--- config.mk ---
export PLATFORM = sky130hd
export DESIGN_NAME = motor_lock_position_controller
export DESIGN_NICKNAME = d
export VERILOG_FILES = /design/src/design/mlpc_pkg.sv /design/src/design/mlpc_step.sv /design/src/design/motor_lock_position_controller.sv
export SDC_FILE = /design/constraint.sdc
export NUM_CORES = 1
export LEC_CHECK = 0
export BUFFER_PORTS_ARGS = -buffer_cell sky130_fd_sc_hd__clkbuf_2
export CAP_MARGIN = 25
export CORE_MARGIN = 2
export CORE_UTILIZATION = 45
export DETAILED_ROUTE_END_ITERATION = 8
export GPL_TIMING_DRIVEN = 0
export PLACE_DENSITY = 0.7
export SYNTH_ARGS = -nofsm -noshare
export SYNTH_HDL_FRONTEND = slang
export SYNTH_SLANG_ARGS = --single-unit
--- constraint.sdc ---
create_clock -name clock -period 4.7 [get_ports clock]
set_input_delay 0.235 -clock clock [delete_from_list [all_inputs] [get_ports clock]]
set_output_delay 0.235 -clock clock [all_outputs]
set_load 0.005 [all_outputs]
--- src/design/mlpc_pkg.sv ---
`timescale 1ns / 1ps
// ----------------------------------------------------------------------------
// Motor lock position controller package
// Item types, state type and the codes shared by the controller modules.
// ----------------------------------------------------------------------------
package mlpc_pkg;

   // Command codes carried in an input item.
   localparam logic [2:0] OP_TICK          = 3'd0;
   localparam logic [2:0] OP_LOCK          = 3'd1;
   localparam logic [2:0] OP_UNLOCK        = 3'd2;
   localparam logic [2:0] OP_TOGGLE        = 3'd3;
   localparam logic [2:0] OP_LOCKED_EDGE   = 3'd4;
   localparam logic [2:0] OP_UNLOCKED_EDGE = 3'd5;
   localparam logic [2:0] OP_SENSE         = 3'd6;

   // Bolt positions.
   localparam logic [1:0] POS_LOCKED   = 2'd0;
   localparam logic [1:0] POS_UNLOCKED = 2'd1;
   localparam logic [1:0] POS_JARRED   = 2'd2;

   // Motor drive codes.
   localparam logic [1:0] DRV_STOP   = 2'd0;
   localparam logic [1:0] DRV_LOCK   = 2'd1;
   localparam logic [1:0] DRV_UNLOCK = 2'd2;

   // Status codes reported with each result item.
   localparam logic [2:0] ST_NONE    = 3'd0;
   localparam logic [2:0] ST_STARTED = 3'd1;
   localparam logic [2:0] ST_THERE   = 3'd2;
   localparam logic [2:0] ST_SENSOR  = 3'd3;
   localparam logic [2:0] ST_TIMEOUT = 3'd4;
   localparam logic [2:0] ST_SENSED  = 3'd5;

   // Timeout register value after reset, and the saturation value of the count.
   localparam int unsigned TICK_WIDTH      = 32;
   localparam logic [TICK_WIDTH-1:0] TIMEOUT_RESET = 32'd3000000;
   localparam logic [TICK_WIDTH-1:0] TICK_MAX      = '1;

   typedef struct packed {
      logic [2:0] opcode;
      logic       locked_active;
      logic       unlocked_active;
   } req_type;

   typedef struct packed {
      logic [1:0] position;
      logic [1:0] motor_drive;
      logic [2:0] status;
   } rsp_type;

   typedef struct packed {
      logic [1:0]            position;
      logic                  running;
      logic [1:0]            target;
      logic [TICK_WIDTH-1:0] elapsed;
      logic [1:0]            drive;
   } state_type;

endpackage

--- src/design/mlpc_step.sv ---
`timescale 1ns / 1ps
// ----------------------------------------------------------------------------
// Motor lock position controller step logic
// Computes the next controller state and the result item for one input item.
// ----------------------------------------------------------------------------
module mlpc_step
   import mlpc_pkg::*;
(
   input  state_type             state_cur,
   input  req_type               item,
   input  logic [TICK_WIDTH-1:0] timeout_ticks,
   output state_type             state_nxt,
   output rsp_type               result
);

   logic [1:0]            goal;
   logic                  is_move;
   logic [TICK_WIDTH-1:0] count_inc;
   logic                  end_active;
   logic [1:0]            end_pos;
   logic [2:0]            status;

   // Goal of a move command; a toggle unlocks only from the locked position.
   always_comb begin
      case (item.opcode)
         OP_LOCK:   goal = POS_LOCKED;
         OP_UNLOCK: goal = POS_UNLOCKED;
         default:   goal = (state_cur.position == POS_LOCKED) ? POS_UNLOCKED : POS_LOCKED;
      endcase
   end

   assign is_move = (item.opcode == OP_LOCK) || (item.opcode == OP_UNLOCK) ||
                    (item.opcode == OP_TOGGLE);

   // Saturating motion tick count.
   assign count_inc = (state_cur.elapsed == TICK_MAX) ? state_cur.elapsed
                                                      : state_cur.elapsed + 1'b1;

   // End sensor that the edge item refers to.
   assign end_active = (item.opcode == OP_LOCKED_EDGE) ? item.locked_active
                                                       : item.unlocked_active;
   assign end_pos    = (item.opcode == OP_LOCKED_EDGE) ? POS_LOCKED : POS_UNLOCKED;

   // Next state and status.
   always_comb begin
      state_nxt = state_cur;
      status    = ST_NONE;
      case (item.opcode)
         OP_TICK: begin
            if (state_cur.running) begin
               state_nxt.elapsed = count_inc;
               if (count_inc > timeout_ticks) begin
                  state_nxt.running  = 1'b0;
                  state_nxt.drive    = DRV_STOP;
                  state_nxt.position = state_cur.target;
                  status             = ST_TIMEOUT;
               end
            end
         end
         OP_LOCK, OP_UNLOCK, OP_TOGGLE: begin
            if (is_move && state_cur.position == goal) begin
               status = ST_THERE;
            end else begin
               state_nxt.position = POS_JARRED;
               state_nxt.target   = goal;
               state_nxt.running  = 1'b1;
               state_nxt.elapsed  = '0;
               state_nxt.drive    = (goal == POS_LOCKED) ? DRV_LOCK : DRV_UNLOCK;
               status             = ST_STARTED;
            end
         end
         OP_LOCKED_EDGE, OP_UNLOCKED_EDGE: begin
            if (end_active) begin
               state_nxt.position = end_pos;
               if (state_cur.running && state_cur.target == end_pos) begin
                  state_nxt.running = 1'b0;
                  state_nxt.drive   = DRV_STOP;
                  state_nxt.target  = POS_JARRED;
                  status            = ST_SENSOR;
               end
            end
         end
         OP_SENSE: begin
            if (item.locked_active) begin
               state_nxt.position = POS_LOCKED;
            end else if (item.unlocked_active) begin
               state_nxt.position = POS_UNLOCKED;
            end else begin
               state_nxt.position = POS_JARRED;
            end
            state_nxt.running = 1'b0;
            state_nxt.drive   = DRV_STOP;
            status            = ST_SENSED;
         end
         default: begin
            status = ST_NONE;
         end
      endcase
   end

   assign result.position    = state_nxt.position;
   assign result.motor_drive = state_nxt.drive;
   assign result.status      = status;

endmodule

--- src/design/motor_lock_position_controller.sv ---
`timescale 1ns / 1ps
// ----------------------------------------------------------------------------
// Motor lock position controller
// Tracks the position of a motorized bolt and drives its motor.
// ----------------------------------------------------------------------------
// Usage:
//   Input items (req_valid / req_ready / req_data) carry a tick, a lock,
//   unlock or toggle command, an end sensor edge or a position sense.
//   Every item gives exactly one result item (rsp_valid / rsp_ready /
//   rsp_data) with the bolt position, motor drive and a status code.
//   The timeout in ticks is written through csr_wr_en / csr_wr_data while
//   no item is in flight.
//   An item is captured in an input register, processed against the
//   controller state and placed in the result register. One item is
//   accepted per cycle while the receiver takes results; the combinational
//   step logic that updates the state sets that rate.
//   When the receiver stalls, the result register and the input register
//   hold, and req_ready drops once both are full.
//   Synchronous reset empties both registers, returns the bolt to locked
//   with the motor stopped and loads the default timeout of 3000000 ticks.
// ----------------------------------------------------------------------------
module motor_lock_position_controller
   import mlpc_pkg::*;
(
   input  logic                  clock,
   input  logic                  reset,
   input  logic                  req_valid,
   output logic                  req_ready,
   input  req_type               req_data,
   output logic                  rsp_valid,
   input  logic                  rsp_ready,
   output rsp_type               rsp_data,
   input  logic                  csr_wr_en,
   input  logic [TICK_WIDTH-1:0] csr_wr_data
);

   logic                  in_valid_ff;
   req_type               in_item_ff;
   logic                  out_valid_ff;
   rsp_type               out_item_ff;
   state_type             state_ff;
   state_type             state_in;
   rsp_type               result_in;
   logic [TICK_WIDTH-1:0] timeout_ff;
   logic                  advance;

   // The buffered item moves on when the result register is free or drains.
   assign advance   = in_valid_ff && (!out_valid_ff || rsp_ready);
   assign req_ready = !in_valid_ff || advance;

   // Step logic for the buffered item.
   mlpc_step u_step (
      .state_cur     (state_ff),
      .item          (in_item_ff),
      .timeout_ticks (timeout_ff),
      .state_nxt     (state_in),
      .result        (result_in)
   );

   // Input register.
   always_ff @(posedge clock) begin
      if (reset) begin
         in_valid_ff <= 1'b0;
      end else if (req_ready) begin
         in_valid_ff <= req_valid;
      end
      if (req_ready && req_valid) begin
         in_item_ff <= req_data;
      end
   end

   // Result register.
   always_ff @(posedge clock) begin
      if (reset) begin
         out_valid_ff <= 1'b0;
      end else if (advance) begin
         out_valid_ff <= 1'b1;
      end else if (rsp_ready) begin
         out_valid_ff <= 1'b0;
      end
      if (advance) begin
         out_item_ff <= result_in;
      end
   end

   // Controller state, updated once per processed item.
   always_ff @(posedge clock) begin
      if (reset) begin
         state_ff.position <= POS_LOCKED;
         state_ff.running  <= 1'b0;
         state_ff.target   <= POS_JARRED;
         state_ff.elapsed  <= '0;
         state_ff.drive    <= DRV_STOP;
      end else if (advance) begin
         state_ff <= state_in;
      end
   end

   // Timeout register.
   always_ff @(posedge clock) begin
      if (reset) begin
         timeout_ff <= TIMEOUT_RESET;
      end else if (csr_wr_en) begin
         timeout_ff <= csr_wr_data;
      end
   end

   assign rsp_valid = out_valid_ff;
   assign rsp_data  = out_item_ff;

endmodule
# ---- Word level (Yosys, flattened, before mapping)
# Index checks and enable logic that the tools add are counted.
# W data, S select, Z words.
dict set report word_totals {
  regBits 85
}
dict set report classes {
  addsub 1
  n_lt_le_gt_ge 1
  n_eq_ne 13
  n_mux 29
  reduce_logical 22
}
# op count
set op_table {}
lappend op_table {{$pmux W32 S2} 1}
lappend op_table {{$mux W39} 1}
lappend op_table {{$mux W34} 1}
lappend op_table {{$add A32 B1 Y32 const B} 1}
lappend op_table {{$eq A32 B32 Y1 const B} 1}
lappend op_table {{$gt A32 B32 Y1} 1}
lappend op_table {{$mux W32} 1}
lappend op_table {{$pmux W3 S4} 2}
lappend op_table {{$mux W2} 9}
lappend op_table {{$mux W3} 5}
lappend op_table {{$reduce_and A5 Y1} 2}
lappend op_table {{$eq A3 B3 Y1 const B} 3}
lappend op_table {{$pmux W2 S2} 2}
lappend op_table {{$pmux W2 S4} 1}
lappend op_table {{$eq A3 B2 Y1 const B} 2}
lappend op_table {{$reduce_bool A2 Y1} 3}
lappend op_table {{$mux W1} 5}
lappend op_table {{$mux W5} 1}
lappend op_table {{$eq A2 B2 Y1} 2}
lappend op_table {{$logic_and A1 B1 Y1} 4}
lappend op_table {{$logic_not A2 Y1} 2}
lappend op_table {{$logic_or A1 B1 Y1} 4}
lappend op_table {{$ne A2 B1 Y1 const B} 2}
lappend op_table {{$ne A2 B2 Y1 const B} 2}
lappend op_table {{other kinds (7)} 8}

# ---- Depth between registers and ports, before layout
dict set report logic_depth {
  ltp_word 7
  depth_mapped 16
  depth_no_buf 15
}

# ---- Modules after synthesis
# Synthesis repeated with hierarchy kept, for this count alone.
dict set report hier_totals {
  cells_unflattened 702
  area_unflattened_um2 5948.2
}
# mod instances cells_per_inst area_per_inst_um2 seq_area_each_um2
set modules_own_cells {}
lappend modules_own_cells {motor_lock_position_controller 1 295 3383.2 1821.7}
lappend modules_own_cells {mlpc_step 1 407 2565.0 0.0}

# ---- Worst setup path before layout
# Ideal clock, no wire load.
dict set report synth_timing {
  kind {register to register}
  from {register state_ff[16] (netlist name)}
  to {register out_item_ff (netlist bit rsp_data[4]), data pin}
  arrival_ps 3467
  required_ps 4439
  path_slack_ps 972
  stages_incl_launch_ff 15
  n_path_buf 1
  synth_period_minus_slack_ps 3728
  cell_sequence {dfxtp_1 > buf_2 > and4_1 > and4_1 > nand3_2 > nor4_4 > and2_1 > xnor2_1 > ha_1 > nand4_2 > nor4_1 > nand3_1 > a31oi_1 > nor4b_4 > o32a_1}
}
# element line
set synth_rtl {}
lappend synth_rtl {{start, declared} motor_lock_position_controller.sv:41} ;# state_type state_ff;
lappend synth_rtl {{start signal, assigned} motor_lock_position_controller.sv:95} ;# state_ff <= state_in;
lappend synth_rtl {{end signal, assigned} motor_lock_position_controller.sv:82} ;# out_item_ff <= result_in;
lappend synth_rtl {{end, declared} motor_lock_position_controller.sv:40} ;# rsp_type out_item_ff;

==> impl_metrics.ini <==
[synth]
synth.most_common_cell = dfxtp_1
synth_commonest_cells = dfxtp_1, nor2_1, inv_1, nand2_1, o21ai_0
synth_area_leaders = dfxtp_1, ha_1, edfxtp_1, mux2i_1, o21ai_0
synth.top_cell.area_share_pct = 27.9
ys_types = 72
yosysTopAreaCell = dfxtp_1
synthArstFlopShare_pct = 0
synth_seq_cells = 85
syn-cell-area_um2 = 5240
syn_avg_cell_area_um2 = 8.54
ys.flop_type = dfxtp_1
synth_edf_count = 12
synthCells = 613
yosys_warnings = 0
syn_nets = 688
yosysSeqAreaShare_pct = 34.8

[place]
gp_congestion = 0.903
portBuffers = 48
dp_slack_ps = 263
placed_cell_area_um2 = 5650
hpwl_um = 10000
place_inst = 804

[timing]
worstMarginPinSlew_ps = 755
slew_viol_final = 0
slew_headroom_pct = 49.3
fin_hold_ws_ps = 68.8
setup_viol = 0
min_period_ps = 4430
worst_slack_ps = 271
period_share_pct = 94.2
tns_ps = 0
fmax_ghz = 0.226
final-hold-violation-count = 0
fin_skew_ps = 7.19

[finish]
area_growth_syn_to_layout_pct = 13.8
utilization_pct = 52.4
antenna_cells = 0
final_cell_count_no_fill = 820
nets = 747
layout-drive-gt1-share_pct = 15.7
fin_area_um2 = 5960

[route]
via_per_inst = 5.75
first_pass_iters = 5
avgRoutedWirePerCell_um = 16.1
ant_nets = 0
wl_um = 13200
drc = 0
first_iter_violations = 355
vias = 4712

[power]
sw_frac_of_total_pct = 24.3
leakagePower_nw = 2.48
p_seq_share_pct = 47.6
p_total_mw = 1.64
p_int_mw = 1.24
p_clk_share_pct = 42.4
p_comb_share_pct = 10.0
peakVddDrop_v = 0.000190
p_per_area_nw_per_um2 = 275
p_sw_mw = 0.397

[clock_tree]
numCtsBuffers = 9
cts.sinks = 85
cts_setup_buffers = 0
clkTransAtPathRegs_ps = 60
cts-root-buf = clkbuf_16
clock_path_buffers = 2
clkLatencyLatePin_ps = 340
htree_levels = 3
cts_tree = done
cts_hold_buf = 0

[critical_path]
cp_max_fo = 6
r2r_cells = 15
cp-start-kind = register
r2r_end = rsp_data[5]
end_kind = register
crit_type = register to register
crit_chain = ha_1 > nand3_1 > nor4_2 > nand4_1 > nand3_1 > nor2_1 > xor2_1 > ha_1 > nand4_1 > nor2_1 > a221oi_1 > a31oi_1 > o21ai_0 > o211a_1 > o22ai_1
critPathArrivalTime_ps = 4500
slowest_stage = a221oi_1
crit_required_ps = 4770
reg2reg_slack_ps = 270
rr_startpoint = state_ff[2]
max_stage_delay_ps = 480

[worst_hold_path]
hold_end = in_item_ff[4]
hold_path_depth = 1
min_from = req_data[4]
hp-class = primary input to register

[grt]
overflow = 0
antenna_found_initial = 0
grt_max_degree = 14
grt_pass1_vias = 4492
grt_usage_pct = 21.2
grt_pass1_wl_um = 21600

[flow_run]
max_cap_violations = 0

[die]
die_h_um = 112
core-area_um2 = 11400
initial_core_util_pct = 46.0
io_pins = 51
die_w_um = 112
num_rows = 39
die-area_um2 = 12500

[outcome]
run_status = finished, final reports clean
[sequential cells by signal (all words and copies together) (netlist names)]
name and count:
in_valid_ff 1, state_ff 39, timeout_ff 32, in_item_ff 5, rsp_data 7, rsp_valid 1
[power groups by stage]
stage                     clock (mW)  combinational [mW]  sequential, mW
after CTS                      0.706               0.163           0.779
after floorplan                    0               0.111           0.791
after detailed placement           0               0.162           0.795
after global placement             0               0.158           0.794
final                          0.694               0.164           0.779
after global routing           0.733               0.182           0.781
[how the worst max path moves through the flow]
stage	startpoint	to	slack, ps	cells after the start
2_1_floorplan	state_ff[16]	rsp_data[4]	970	14
3_3_place_gp	state_ff[16]	rsp_data[4]	310	14
3_5_place_dp	state_ff[16]	rsp_data[3]	260	15
4_1_cts	state_ff[6]	rsp_data[3]	220	16
5_1_grt	state_ff[2]	rsp_data[5]	-9	15
6_report	state_ff[2]	rsp_data[5]	270	15
[timing repair]
| item | 4_1_cts | 5_1_grt |
|---|---|---|
| resized for setup | 0 | 3 |
| setup endpoints to repair | 0 | 4 |
| hold endpoints to repair | 0 | 0 |
[routing by layer]
metal  wire [µm]  global-route usage [%]  vias to the layer above
li1            -                       -                     2326
met1        5910                    27.2                     2229
met3         594                    2.83                       26
met4         329                    9.55                        0
met5           0                       0                        -
met2        6360                    35.7                      131
[layout by cell type (no fill, tap or decap), types with 14 or more instances in the layout]
master,instances
nand4_1,17
o211ai_1,14
mux2i_1,23
o21ai_0,45
dfxtp_1,73
ha_1,33
xnor2_1,23
a21oi_1,41
o31ai_1,15
nand3_1,17
nand2_1,48
inv_1,48
clkbuf_2,49
nor2_1,58
[final cells by class]
type / count / area, µm²
fill: 1067 / 5410
clock buffer: 11 / 233
timing repair buffer: 48 / 240
sequential: 85 / 1820
buffer: 27 / 145
inverter: 49 / 184
clock inverter: 5 / 51.3
tap: 143 / 179
multi-input combinational: 452 / 3100
[kinds of logic after synthesis]
family          share of synthesized area (%)
flops                                    34.8
xor+xnor                                 5.02
compound gates                           20.2
fa+ha+maj                                7.89
mux                                      4.61
simple gates                             21.2
buf+inv                                  6.29
[worst max-delay path, delay by kind of cell (launching register included)]
| kind | cells | cell delay [ps] |
|---|---|---|
| adder cells (fa/ha/maj) | 2 | 520 |
| AO/OA/AOI/OAI | 5 | 1390 |
| XOR/XNOR | 1 | 220 |
| flip-flops | 1 | 440 |
| AND/OR/NAND/NOR | 7 | 1580 |
Power figures use the tool's default switching activity.
